<file path="src/hw/rtl/gffr_pkg.sv">
`timescale 1ns / 1ps

package gffr_pkg;

  // Default map bounds
  localparam int MAX_COLS_DEF = 32;
  localparam int MAX_ROWS_DEF = 32;

  // Field widths
  localparam int GRID_W   = 6;
  localparam int CELL_W   = 10;
  localparam int RECT_W   = 6;
  localparam int SLOT_W   = 11;
  localparam int S_DATA_W = 24;
  localparam int M_DATA_W = 16;

  // Register reset values
  localparam logic [GRID_W-1:0] GRID_COLS_RST = 6'd12;
  localparam logic [GRID_W-1:0] GRID_ROWS_RST = 6'd5;

  // Register indexes
  localparam logic REG_GRID_COLS = 1'b0;
  localparam logic REG_GRID_ROWS = 1'b1;

  // Item kinds carried on tuser
  localparam logic CMD_WRITE = 1'b0;
  localparam logic CMD_QUERY = 1'b1;

  typedef enum logic [2:0] {
    ST_CLEAR,
    ST_IDLE,
    ST_READ,
    ST_CHECK,
    ST_FINISH
  } state_t;

  // Controller to datapath
  typedef struct packed {
    logic clear_wr;
    logic item_wr;
    logic load_query;
    logic rd_issue;
    logic adv_cell;
    logic adv_cand;
    logic hit_set;
    logic out_load;
  } ctl_t;

  // Datapath to controller
  typedef struct packed {
    logic clear_last;
    logic query_reject;
    logic cell_busy;
    logic region_last;
    logic cand_last;
    logic out_free;
  } sts_t;

endpackage

</file>
<file path="src/hw/rtl/gffr_ctrl.sv">
`timescale 1ns / 1ps

module gffr_ctrl (
  input  logic          clk,
  input  logic          rst,
  input  logic          s_tvalid,
  output logic          s_tready,
  input  logic          s_tuser,
  output gffr_pkg::ctl_t ctl,
  input  gffr_pkg::sts_t sts
);

  gffr_pkg::state_t state;
  gffr_pkg::state_t state_next;

  // State register
  always_ff @(posedge clk) begin
    if (rst) begin
      state <= gffr_pkg::ST_CLEAR;
    end else begin
      state <= state_next;
    end
  end

  // Next state and commands
  always_comb begin
    state_next = state;
    ctl        = '0;
    s_tready   = 1'b0;
    case (state)
      gffr_pkg::ST_CLEAR: begin
        ctl.clear_wr = 1'b1;
        if (sts.clear_last) begin
          state_next = gffr_pkg::ST_IDLE;
        end
      end
      gffr_pkg::ST_IDLE: begin
        s_tready = 1'b1;
        if (s_tvalid) begin
          if (s_tuser == gffr_pkg::CMD_QUERY) begin
            ctl.load_query = 1'b1;
            state_next = sts.query_reject ? gffr_pkg::ST_FINISH : gffr_pkg::ST_READ;
          end else begin
            ctl.item_wr = 1'b1;
          end
        end
      end
      gffr_pkg::ST_READ: begin
        ctl.rd_issue = 1'b1;
        state_next   = gffr_pkg::ST_CHECK;
      end
      gffr_pkg::ST_CHECK: begin
        if (!sts.cell_busy) begin
          if (sts.region_last) begin
            ctl.hit_set = 1'b1;
            state_next  = gffr_pkg::ST_FINISH;
          end else begin
            ctl.adv_cell = 1'b1;
            state_next   = gffr_pkg::ST_READ;
          end
        end else if (sts.cand_last) begin
          state_next = gffr_pkg::ST_FINISH;
        end else begin
          ctl.adv_cand = 1'b1;
          state_next   = gffr_pkg::ST_READ;
        end
      end
      gffr_pkg::ST_FINISH: begin
        if (sts.out_free) begin
          ctl.out_load = 1'b1;
          state_next   = gffr_pkg::ST_IDLE;
        end
      end
      default: begin
        state_next = gffr_pkg::ST_IDLE;
      end
    endcase
  end

endmodule

</file>
<file path="src/hw/rtl/gffr_datapath.sv">
`timescale 1ns / 1ps

module gffr_datapath #(
  parameter int MAX_COLS = gffr_pkg::MAX_COLS_DEF,
  parameter int MAX_ROWS = gffr_pkg::MAX_ROWS_DEF
) (
  input  logic                            clk,
  input  logic                            rst,
  input  logic                            cfg_valid,
  input  logic                            cfg_index,
  input  logic [gffr_pkg::GRID_W-1:0]     cfg_data,
  input  logic [gffr_pkg::S_DATA_W-1:0]   s_tdata,
  output logic                            m_tvalid,
  input  logic                            m_tready,
  output logic [gffr_pkg::M_DATA_W-1:0]   m_tdata,
  input  gffr_pkg::ctl_t                  ctl,
  output gffr_pkg::sts_t                  sts
);

  localparam int MAP_CELLS = MAX_COLS * MAX_ROWS;
  localparam int AW = (MAP_CELLS > 1) ? $clog2(MAP_CELLS) : 1;
  localparam int CW = $clog2(MAX_COLS + 1);
  localparam int RW = $clog2(MAX_ROWS + 1);
  localparam int IW = ((AW > gffr_pkg::CELL_W) ? AW : gffr_pkg::CELL_W) + 1;
  localparam int PW = CW + RW + 1;

  // Configuration registers
  logic [gffr_pkg::GRID_W-1:0] grid_cols;
  logic [gffr_pkg::GRID_W-1:0] grid_rows;
  logic [CW-1:0] cols;
  logic [RW-1:0] rows;

  // Map and its ports
  logic          mem [MAP_CELLS];
  logic [AW-1:0] clr_cnt;
  logic          wr_en;
  logic [AW-1:0] wr_addr;
  logic          wr_bit;
  logic [AW-1:0] rd_addr;
  logic          rd_bit;

  // Item fields
  logic [gffr_pkg::CELL_W-1:0] cell_index;
  logic                        occupied;
  logic [gffr_pkg::RECT_W-1:0] rect_width;
  logic [gffr_pkg::RECT_W-1:0] rect_height;
  logic [IW-1:0]               widx;

  // Search registers
  logic [CW-1:0] qw;
  logic [RW-1:0] qh;
  logic [CW-1:0] c0;
  logic [RW-1:0] r0;
  logic [CW-1:0] dc;
  logic [RW-1:0] dr;
  logic          hit;
  logic          row_wrap;
  logic          col_last;
  logic          dr_last;
  logic [PW-1:0] rd_full;
  logic [PW-1:0] slot_full;
  logic [gffr_pkg::SLOT_W-1:0] slot;

  assign cell_index  = s_tdata[9:0];
  assign occupied    = s_tdata[10];
  assign rect_width  = s_tdata[16:11];
  assign rect_height = s_tdata[22:17];

  // Take register writes
  always_ff @(posedge clk) begin
    if (rst) begin
      grid_cols <= gffr_pkg::GRID_COLS_RST;
      grid_rows <= gffr_pkg::GRID_ROWS_RST;
    end else if (cfg_valid) begin
      if (cfg_index == gffr_pkg::REG_GRID_COLS) begin
        grid_cols <= cfg_data;
      end else begin
        grid_rows <= cfg_data;
      end
    end
  end

  // Saturate grid size to the map bounds
  always_comb begin
    if (8'(grid_cols) > 8'(MAX_COLS)) begin
      cols = CW'(MAX_COLS);
    end else begin
      cols = CW'(grid_cols);
    end
    if (8'(grid_rows) > 8'(MAX_ROWS)) begin
      rows = RW'(MAX_ROWS);
    end else begin
      rows = RW'(grid_rows);
    end
  end

  // Clearing sweep after reset
  always_ff @(posedge clk) begin
    if (rst) begin
      clr_cnt <= '0;
    end else if (ctl.clear_wr) begin
      clr_cnt <= clr_cnt + AW'(1);
    end
  end

  // Write port: sweep or cell write inside the map
  assign widx = IW'(cell_index);
  always_comb begin
    if (ctl.clear_wr) begin
      wr_en   = 1'b1;
      wr_addr = clr_cnt;
      wr_bit  = 1'b0;
    end else begin
      wr_en   = ctl.item_wr && (widx < IW'(MAP_CELLS));
      wr_addr = widx[AW-1:0];
      wr_bit  = occupied;
    end
  end

  always_ff @(posedge clk) begin
    if (wr_en) begin
      mem[wr_addr] <= wr_bit;
    end
  end

  // Read port: covered cell (r0+dr)*cols + c0+dc
  assign rd_full = PW'(PW'(r0 + dr) * PW'(cols)) + PW'(c0) + PW'(dc);
  assign rd_addr = rd_full[AW-1:0];

  always_ff @(posedge clk) begin
    if (ctl.rd_issue) begin
      rd_bit <= mem[rd_addr];
    end
  end

  // Search counters
  assign dr_last  = (dr == qh - RW'(1));
  assign row_wrap = ((RW + 1)'(r0) + (RW + 1)'(qh) == (RW + 1)'(rows));
  assign col_last = ((CW + 1)'(c0) + (CW + 1)'(qw) == (CW + 1)'(cols));

  always_ff @(posedge clk) begin
    if (ctl.load_query) begin
      qw <= CW'(rect_width);
      qh <= RW'(rect_height);
      c0 <= '0;
      r0 <= '0;
      dc <= '0;
      dr <= '0;
    end else if (ctl.adv_cell) begin
      if (dr_last) begin
        dr <= '0;
        dc <= dc + CW'(1);
      end else begin
        dr <= dr + RW'(1);
      end
    end else if (ctl.adv_cand) begin
      dr <= '0;
      dc <= '0;
      if (row_wrap) begin
        r0 <= '0;
        c0 <= c0 + CW'(1);
      end else begin
        r0 <= r0 + RW'(1);
      end
    end
  end

  // Hold the hit flag until the next query clears it
  always_ff @(posedge clk) begin
    if (rst || ctl.load_query) begin
      hit <= 1'b0;
    end else if (ctl.hit_set) begin
      hit <= 1'b1;
    end
  end

  // Slot number col*rows+row+1
  assign slot_full = PW'(PW'(c0) * PW'(rows)) + PW'(r0) + PW'(1);
  assign slot      = hit ? gffr_pkg::SLOT_W'(slot_full) : '0;

  // Output register
  always_ff @(posedge clk) begin
    if (rst) begin
      m_tvalid <= 1'b0;
    end else if (ctl.out_load) begin
      m_tvalid <= 1'b1;
    end else if (m_tready) begin
      m_tvalid <= 1'b0;
    end
  end

  always_ff @(posedge clk) begin
    if (ctl.out_load) begin
      m_tdata <= gffr_pkg::M_DATA_W'(slot);
    end
  end

  // Status to the controller
  always_comb begin
    sts.clear_last   = (clr_cnt == AW'(MAP_CELLS - 1));
    sts.query_reject = (rect_width == '0) || (rect_height == '0) ||
                       (8'(rect_width) > 8'(cols)) || (8'(rect_height) > 8'(rows));
    sts.cell_busy    = rd_bit;
    sts.region_last  = dr_last && (dc == qw - CW'(1));
    sts.cand_last    = row_wrap && col_last;
    sts.out_free     = !m_tvalid || m_tready;
  end

endmodule

</file>
<file path="src/hw/rtl/grid_first_fit_region_search_unit.sv">
`timescale 1ns / 1ps
// Grid first-fit region search.
// Keeps an occupancy map of a grid of grid_cols by grid_rows cells.
// Input channel (s_t*): tuser selects a cell write or a region query.
//   A write sets or clears one cell, row-major address row*cols+col, and
//   gives no result.
// Output channel (m_t*): one slot number per query, col*rows+row+1 of the
//   first free top-left position (columns outer, rows inner), 0 if none.
// Configuration channel (cfg_*): register 0 grid_cols, register 1 grid_rows;
//   always ready; the user writes only while the block is idle (not enforced).
// Query scan: the scan reads one map bit at a time through the single map
//   read port and drops a candidate at its first occupied cell, so query
//   time is data dependent; a rejected query reads no bits.
// One item is worked at a time; the next item is taken once the controller
//   is back in idle, even while a result still waits in the output register.
// Reset clears all MAX_COLS*MAX_ROWS map cells in a sweep, during which
//   s_tready stays low; registers return to 12 columns and 5 rows.
// When the receiver stalls, the result holds in the output register and a
//   finished query waits until it is taken.

module grid_first_fit_region_search_unit #(
  parameter int MAX_COLS = gffr_pkg::MAX_COLS_DEF,
  parameter int MAX_ROWS = gffr_pkg::MAX_ROWS_DEF
) (
  input  logic                          clk,
  input  logic                          rst,
  // Configuration write
  input  logic                          cfg_valid,
  output logic                          cfg_ready,
  input  logic                          cfg_index,
  input  logic [gffr_pkg::GRID_W-1:0]   cfg_data,
  // Items in
  input  logic                          s_tvalid,
  output logic                          s_tready,
  // cell_index[9:0], occupied[10], rect_width[16:11], rect_height[22:17]
  input  logic [gffr_pkg::S_DATA_W-1:0] s_tdata,
  // cmd[0]
  input  logic                          s_tuser,
  // Results out
  output logic                          m_tvalid,
  input  logic                          m_tready,
  // slot_number[10:0]
  output logic [gffr_pkg::M_DATA_W-1:0] m_tdata
);

  gffr_pkg::ctl_t ctl;
  gffr_pkg::sts_t sts;

  assign cfg_ready = 1'b1;

  gffr_ctrl u_ctrl (
    .clk      (clk),
    .rst      (rst),
    .s_tvalid (s_tvalid),
    .s_tready (s_tready),
    .s_tuser  (s_tuser),
    .ctl      (ctl),
    .sts      (sts)
  );

  gffr_datapath #(
    .MAX_COLS (MAX_COLS),
    .MAX_ROWS (MAX_ROWS)
  ) u_datapath (
    .clk       (clk),
    .rst       (rst),
    .cfg_valid (cfg_valid),
    .cfg_index (cfg_index),
    .cfg_data  (cfg_data),
    .s_tdata   (s_tdata),
    .m_tvalid  (m_tvalid),
    .m_tready  (m_tready),
    .m_tdata   (m_tdata),
    .ctl       (ctl),
    .sts       (sts)
  );

endmodule
</file>
<file path="config.mk">
export PLATFORM = sky130hd
export DESIGN_NAME = grid_first_fit_region_search_unit
export DESIGN_NICKNAME = d
export VERILOG_FILES = /design/src/hw/rtl/gffr_pkg.sv /design/src/hw/rtl/gffr_ctrl.sv /design/src/hw/rtl/gffr_datapath.sv /design/src/hw/rtl/grid_first_fit_region_search_unit.sv
export SDC_FILE = /design/constraint.sdc
export NUM_CORES = 2
export LEC_CHECK = 0
export ABC_CLOCK_PERIOD_IN_PS = 27400
export BUFFER_PORTS_ARGS = -buffer_cell sky130_fd_sc_hd__buf_2
export CORE_ASPECT_RATIO = 1.25
export CORE_MARGIN = 4
export CORE_UTILIZATION = 38
export DETAILED_ROUTE_END_ITERATION = 16
export HOLD_SLACK_MARGIN = 0.12
export REMOVE_ABC_BUFFERS = 1
export SETUP_SLACK_MARGIN = 0.05
export SYNTH_ARGS = -nofsm -noshare
export SYNTH_HDL_FRONTEND = slang
export SYNTH_SLANG_ARGS = --single-unit
</file>
<file path="constraint.sdc">
create_clock -name clk -period 27.4 [get_ports clk]
set_input_delay 1.37 -clock clk [delete_from_list [all_inputs] [get_ports clk]]
set_output_delay 1.37 -clock clk [all_outputs]
set_load 0.005 [all_outputs]
</file>
After elaboration in Yosys (flattened, before gate mapping)
Memory sizes are Yosys's and may differ from the RTL's. A register that Yosys moved wholly into a read port is not among the register bits.
Index checks and enable logic that the tools add are counted.
{"block": "totals", "latchBits": 0, "ff_bits": 74, "mem_count": 1, "rom_bits": 0, "wordCells": 111, "ramBits": 1024, "input_bits": 37}
{"name": "u_datapath.mem", "depth": 1024, "width": 1, "rd": 1, "rd_ports_with_merged_regs": 1, "write_ports": 1, "line": "gffr_datapath.sv:34", "text": "logic mem [MAP_CELLS];"}
{"block": "classes", "n_div": 0, "bitwise_logic": 2, "mul": 2, "n_shift": 0, "eq_ne": 14, "order_cmp": 5, "n_mux": 40, "reduce_logical": 20, "add_sub_neg": 14}
{"op": "6-bit two-way mux", "count": 8}
{"op": "3-bit two-way mux", "count": 9}
{"op": "6-bit by 1-bit adder with 6-bit output, second input constant", "count": 4}
{"op": "6-bit by 6-bit adder with 7-bit output", "count": 3}
{"op": "10-bit by 6-bit adder with 10-bit output", "count": 2}
{"op": "1-bit two-way mux", "count": 19}
{"op": "3-bit one-hot mux with 5 select lines", "count": 1}
{"op": "7-bit by 6-bit == test with 1-bit output", "count": 2}
{"op": "13-bit by 6-bit multiplier with 10-bit output", "count": 1}
{"op": "6-bit == test", "count": 2}
{"op": "6-bit > comparator", "count": 2}
{"op": "6-bit > comparator, second input constant", "count": 2}
{"op": "6-bit logical NOT", "count": 2}
{"op": "6-bit by 1-bit subtractor with 6-bit output, second input constant", "count": 2}
{"op": "11-bit by 1-bit adder with 11-bit output, second input constant", "count": 1}
{"op": "11-bit by 6-bit adder with 11-bit output", "count": 1}
{"op": "10-bit by 11-bit < comparator with 1-bit output, second input constant", "count": 1}
{"op": "6-bit by 6-bit multiplier with 11-bit output", "count": 1}
{"op": "10-bit by 1-bit adder with 10-bit output, second input constant", "count": 1}
{"op": "10-bit == test, second input constant", "count": 1}
{"op": "10-bit two-way mux", "count": 1}
{"op": "2-bit inequality test, second input constant", "count": 4}
{"op": "2-bit AND reduction", "count": 4}
{"op": "3-bit by 2-bit == test with 1-bit output, second input constant", "count": 2}
{"op": "12 further kinds", "count": 21}

Depth between registers and ports, before layout
{"block": "depth", "word_depth": 9, "depth_mapped": 26, "depth_no_buf": 25}

By module
Synthesis repeated with hierarchy kept, for this count alone.
{"block": "hier_totals", "hier_cells": 3879, "hier_area_um2": 51730.9}
{"module": "gffr_datapath", "seq_area_each_um2": 32431.1, "n_inst": 1, "area_per_inst_um2": 51469.4, "cells_per_inst": 3844}
{"module": "gffr_ctrl", "seq_area_each_um2": 60.1, "n_inst": 1, "area_per_inst_um2": 250.2, "cells_per_inst": 33}
{"module": "grid_first_fit_region_search_unit", "seq_area_each_um2": 0.0, "n_inst": 1, "area_per_inst_um2": 11.3, "cells_per_inst": 2}

Worst setup path after synthesis
Ideal clock, no wire load.
{"block": "synth_timing", "path_kind": "reg-to-reg", "start": "register u_ctrl.state[2]", "end": "memory u_datapath.mem[0] (data pin)", "arrival_time_ns": 14.114, "path_buffers": 4, "stages_incl_launch_ff": 7, "setup_ns": 2.892, "path_slack_ns": 10.394, "period_less_slack_ns": 17.006, "required_ns": 24.508, "cell_sequence": "dfxtp_1 -> clkbuf_1 -> or3_1 -> clkbuf_1 -> buf_2 -> buf_2 -> and2_1"}
{"block": "synth_via", "elab_chain_len": 3}
{"element": "start: declaration", "line": "gffr_ctrl.sv:13", "text": "gffr_pkg::state_t state;"}
{"element": "start signal: assignment", "line": "gffr_ctrl.sv:19", "text": "state <= gffr_pkg::ST_CLEAR;"}
{"element": "start signal: assignment", "line": "gffr_ctrl.sv:21", "text": "state <= state_next;"}
{"element": "3-bit logical NOT", "line": "gffr_ctrl.sv:30", "text": "case (state)"}
{"element": "1-bit two-way mux", "line": "gffr_ctrl.sv:30"}
{"element": "1-bit two-way mux", "line": "gffr_datapath.sv:109", "text": "if (ctl.clear_wr) begin"}
{"element": "named net u_datapath.wr_bit", "line": "gffr_datapath.sv:38", "text": "logic wr_bit;"}
{"element": "end: declaration", "line": "gffr_datapath.sv:34"}
The timed path passes the listed nets, and every way through them passes these cells.

Worst setup path in the final report
{"block": "layout_timing", "start": "register u_datapath.r0[0]", "end": "register u_datapath.rd_bit, read port of u_datapath.mem (data pin)"}
{"block": "layout_via", "elab_chain_len": 4}
{"element": "start: declaration", "line": "gffr_datapath.sv:53", "text": "logic [RW-1:0] r0;"}
{"element": "start signal: assignment", "line": "gffr_datapath.sv:163", "text": "r0 <= r0 + RW'(1);"}
{"element": "6-bit by 6-bit adder with 7-bit output", "line": "gffr_datapath.sv:127", "text": "assign rd_full = PW'(PW'(r0 + dr) * PW'(cols)) + PW'(c0) + PW'(dc);"}
{"element": "13-bit by 6-bit multiplier with 10-bit output", "line": "gffr_datapath.sv:127"}
{"element": "10-bit by 6-bit adder with 10-bit output (2 in series)", "line": "gffr_datapath.sv:127"}
{"element": "end: declaration", "line": "gffr_datapath.sv:40", "text": "logic rd_bit;"}
Every way passes these cells.
A chain may end at the register's enable or synchronous reset.

==> metrics.yaml <==
status: "finished, violations left"
violations: "max-slew violations"
seq_area_frac_synth_pct: 62.55
r2r_start: "u_datapath.r0[0]"
drt_pass1_iterations: 5
min-delay-start: "u_datapath.grid_rows[4]"
p_per_area_nw_per_um2: 97.60
mostFrequentLayoutCells: "1,170 x nor2_1, 1,048 x edfxtp_1, 247 x mux4_2, 162 x nand2_1, 119 x inv_1"
drc: 0
syn-cell-area_um2: 51940
final_hold_viol_count: 0
postCtsSetupBuffers: 0
clk_pin_slew_ps: 60
antenna_cells: 0
rows: 151
layout_commonest_cell: "nor2_1"
avgSynthCellArea_um2: 13.31
min_path_cells: 2
yosysWarningCount: 0
antenna_found_initial: 2
drtAntennaViolNets: 0
grt_pass1_vias: 31960
synth_area_leader_cell: "edfxtp_1"
hpwlAfterDp_um: 81370
finalSetupViolCount: 0
io_pins: 56
place_area_um2: 53620
synth_edf_count: 1048
die_h_um: 421.4
peakVddDrop_mv: 0.1486
async_flop_share_pct: 0
globalplace.congestion: 0.8246
final_nets: 4000
leakage_nw: 19.17
io_buffers: 48
synth_cells: 3901
finalInstanceArea_um2: 57050
hold_class: "reg -> reg"
cp.arrival_ps: 9000
grt.total_usage_pct: 20.08
period_share_pct: 31.11
cts_tree: "done"
yosysTopAreaCellShare_pct: 60.59
cts_root_buf: "clkbuf_16"
tightest_slew_ps: 1517
period_minus_slack_ps: 8525
synth_flop_cell: "edfxtp_1"
dieArea_um2: 142700
coreArea_um2: 135700
wl_um: 146000
synth_area_leaders: "edfxtp_1 61%, mux4_2 11%, nor2_1 8.5%"
r2r_slack_ps: 18880
final_core_util_pct: 42.06
grt_first_pass_wirelength_um: 213300
critPathKind: "reg -> reg"
drv_slew: 59
tns_ps: 0
drive_above_1_share_pct: 14.96
rsz0062_at_grt: "no"
die_w_um: 338.7
cts.repair.resized: 0
crit_fanout: 38
hold_path_end: "u_datapath.grid_rows[4]"
htreeDepth: 3
cp-start-kind: "flip-flop"
p_total_mw: 5.568
start_util_pct: 38.29
numCtsBuffers: 110
viasPerCell: 5.714
maxCapViolCount: 0
end_kind: "flip-flop"
synth_cell_types: 83
synth-seq-cells: 1099
required_ps: 27870
vias: 32430
clockBufferDepth: 3
clkSinkCount: 1099
hold_buffers: 0
wl_per_cell_um: 25.72
n_fill_cell: 12470
ff2ff_path_depth: 22
grt-ovfl-total: 0
drt_iter0_drc: 4356
area_growth_pct: 9.838
insertion_delay_ps: 730
r2r_end: "u_datapath.rd_bit"
fmax_mhz: 117.3
slew_headroom_pct: -1.161
grt_max_degree: 304
fin_skew_ps: 48.14
==> how the worst max path moves through the flow <==
stage	slack, ps	start	cells after the start	to
final	18880	u_datapath.r0[0]	22	u_datapath.rd_bit
after global routing	18580	u_datapath.r0[0]	23	u_datapath.rd_bit
after CTS	18860	u_datapath.r0[0]	22	u_datapath.rd_bit
after detailed placement	18860	u_datapath.r0[0]	22	u_datapath.rd_bit
after global placement	18940	u_datapath.r0[0]	22	u_datapath.rd_bit
after floorplan	10430	s_tdata[10]	1	u_datapath.mem[0]
==> flip-flops by register name, indices dropped and copies added, names as in the netlist <==
register / flops
u_datapath.qw: 6
u_datapath.r0: 6
u_datapath.dr: 6
u_datapath.grid_rows: 6
u_datapath.dc: 6
u_ctrl.state: 3
u_datapath.m_tdata: 11
u_datapath.clr_cnt: 10
u_datapath.grid_cols: 6
u_datapath.mem: 1024
u_datapath.hit: 1
u_datapath.qh: 6
u_datapath.m_tvalid: 1
u_datapath.rd_bit: 1
u_datapath.c0: 6
==> stage by stage <==
| step | instances | worst slack, ps | hold slack [ps] |
|---|---|---|---|
| 3_5_place_dp | 5473 | 18860 | 442.4 |
| 5_1_grt | 5676 | 18580 | 465.5 |
| 3_3_place_gp | 5473 | 18940 | 440.9 |
| 4_1_cts | 5676 | 18860 | 451.2 |
| 2_1_floorplan | 3602 | 10430 | 425.7 |
| 6_report | 5676 | 18880 | 449.9 |
==> cells in the mapped netlist (all sizes together) (6+ instances only) <==
master,number
fa,52
xor2,14
o21ai,33
clkbuf,194
a31oi,16
o21a,8
nand4,13
a21oi,62
nor2,1171
a211oi,10
mux2,12
and3,13
nand2,190
or2,11
inv,120
dfxtp,51
o21bai,7
xnor2,59
nand3b,9
nand3,43
nor4,14
ha,85
a21o,18
nand2b,15
mux4,260
a22oi,30
mux2i,28
a221oi,8
buf,109
o22ai,33
a211o,8
edfxtp,1048
and2,30
o221ai,6
nor3,31
nor2b,23
or3,8
==> where the power goes <==
part	internal [mW]	switching, mW	total [mW]
clock	0.812	0.651	1.46
sequential	1.82	0.00714	1.83
combinational	0.724	1.56	2.28
total	3.35	2.21	5.57
==> final cells by class <==
| class | count | area [um2] | share of cell area (%) |
|---|---|---|---|
| repair buffers | 112 | 770.7 | 1.351 |
| inverters | 122 | 457.9 | 0.8027 |
| flip-flops and latches | 1099 | 32490 | 56.95 |
| clock buffers | 143 | 2938 | 5.149 |
| clock inverters | 60 | 496.7 | 0.8707 |
| well taps | 1759 | 2201 | 3.858 |
| multi-input cells | 2381 | 17700 | 31.02 |
==> routing by layer <==
layer	track usage, %	part of all wire (%)
met1	26.01	39
met2	34.21	50
met3	3.230	7.5
met4	7.422	3.8
met5	0	0
==> cell families (layout without fill, tap and decap cells) <==
group / Yosys count / count (layout) / synth area share (%)
flip-flops: 1099 / 1099 / 62.55
adder cells (fa/ha/maj): 137 / 137 / 4.052
AO/OA/AOI/OAI: 281 / 281 / 3.700
XOR/XNOR: 73 / 73 / 1.231
other: 2 / 6 / 0.01446
multiplexers: 300 / 300 / 12.17
AND/OR/NAND/NOR: 1584 / 1584 / 12.45
buffers and inverters: 425 / 437 / 3.830
==> critical path, cell delays in order (launching register included) <==
cell	delay [ps]
dfxtp_1	510
ha_1	230
inv_1	60
fa_1	450
xor2_1	250
or2_2	330
fa_1	510
inv_1	50
ha_1	260
ha_1	280
inv_1	50
fa_1	540
fa_4	840
buf_4	540
buf_4	560
nand2_1	590
nor2_1	530
a221oi_1	210
a211oi_1	600
nor3_2	140
a22oi_1	280
o41ai_2	120
mux2i_1	360
Power figures use the tool's default switching activity.
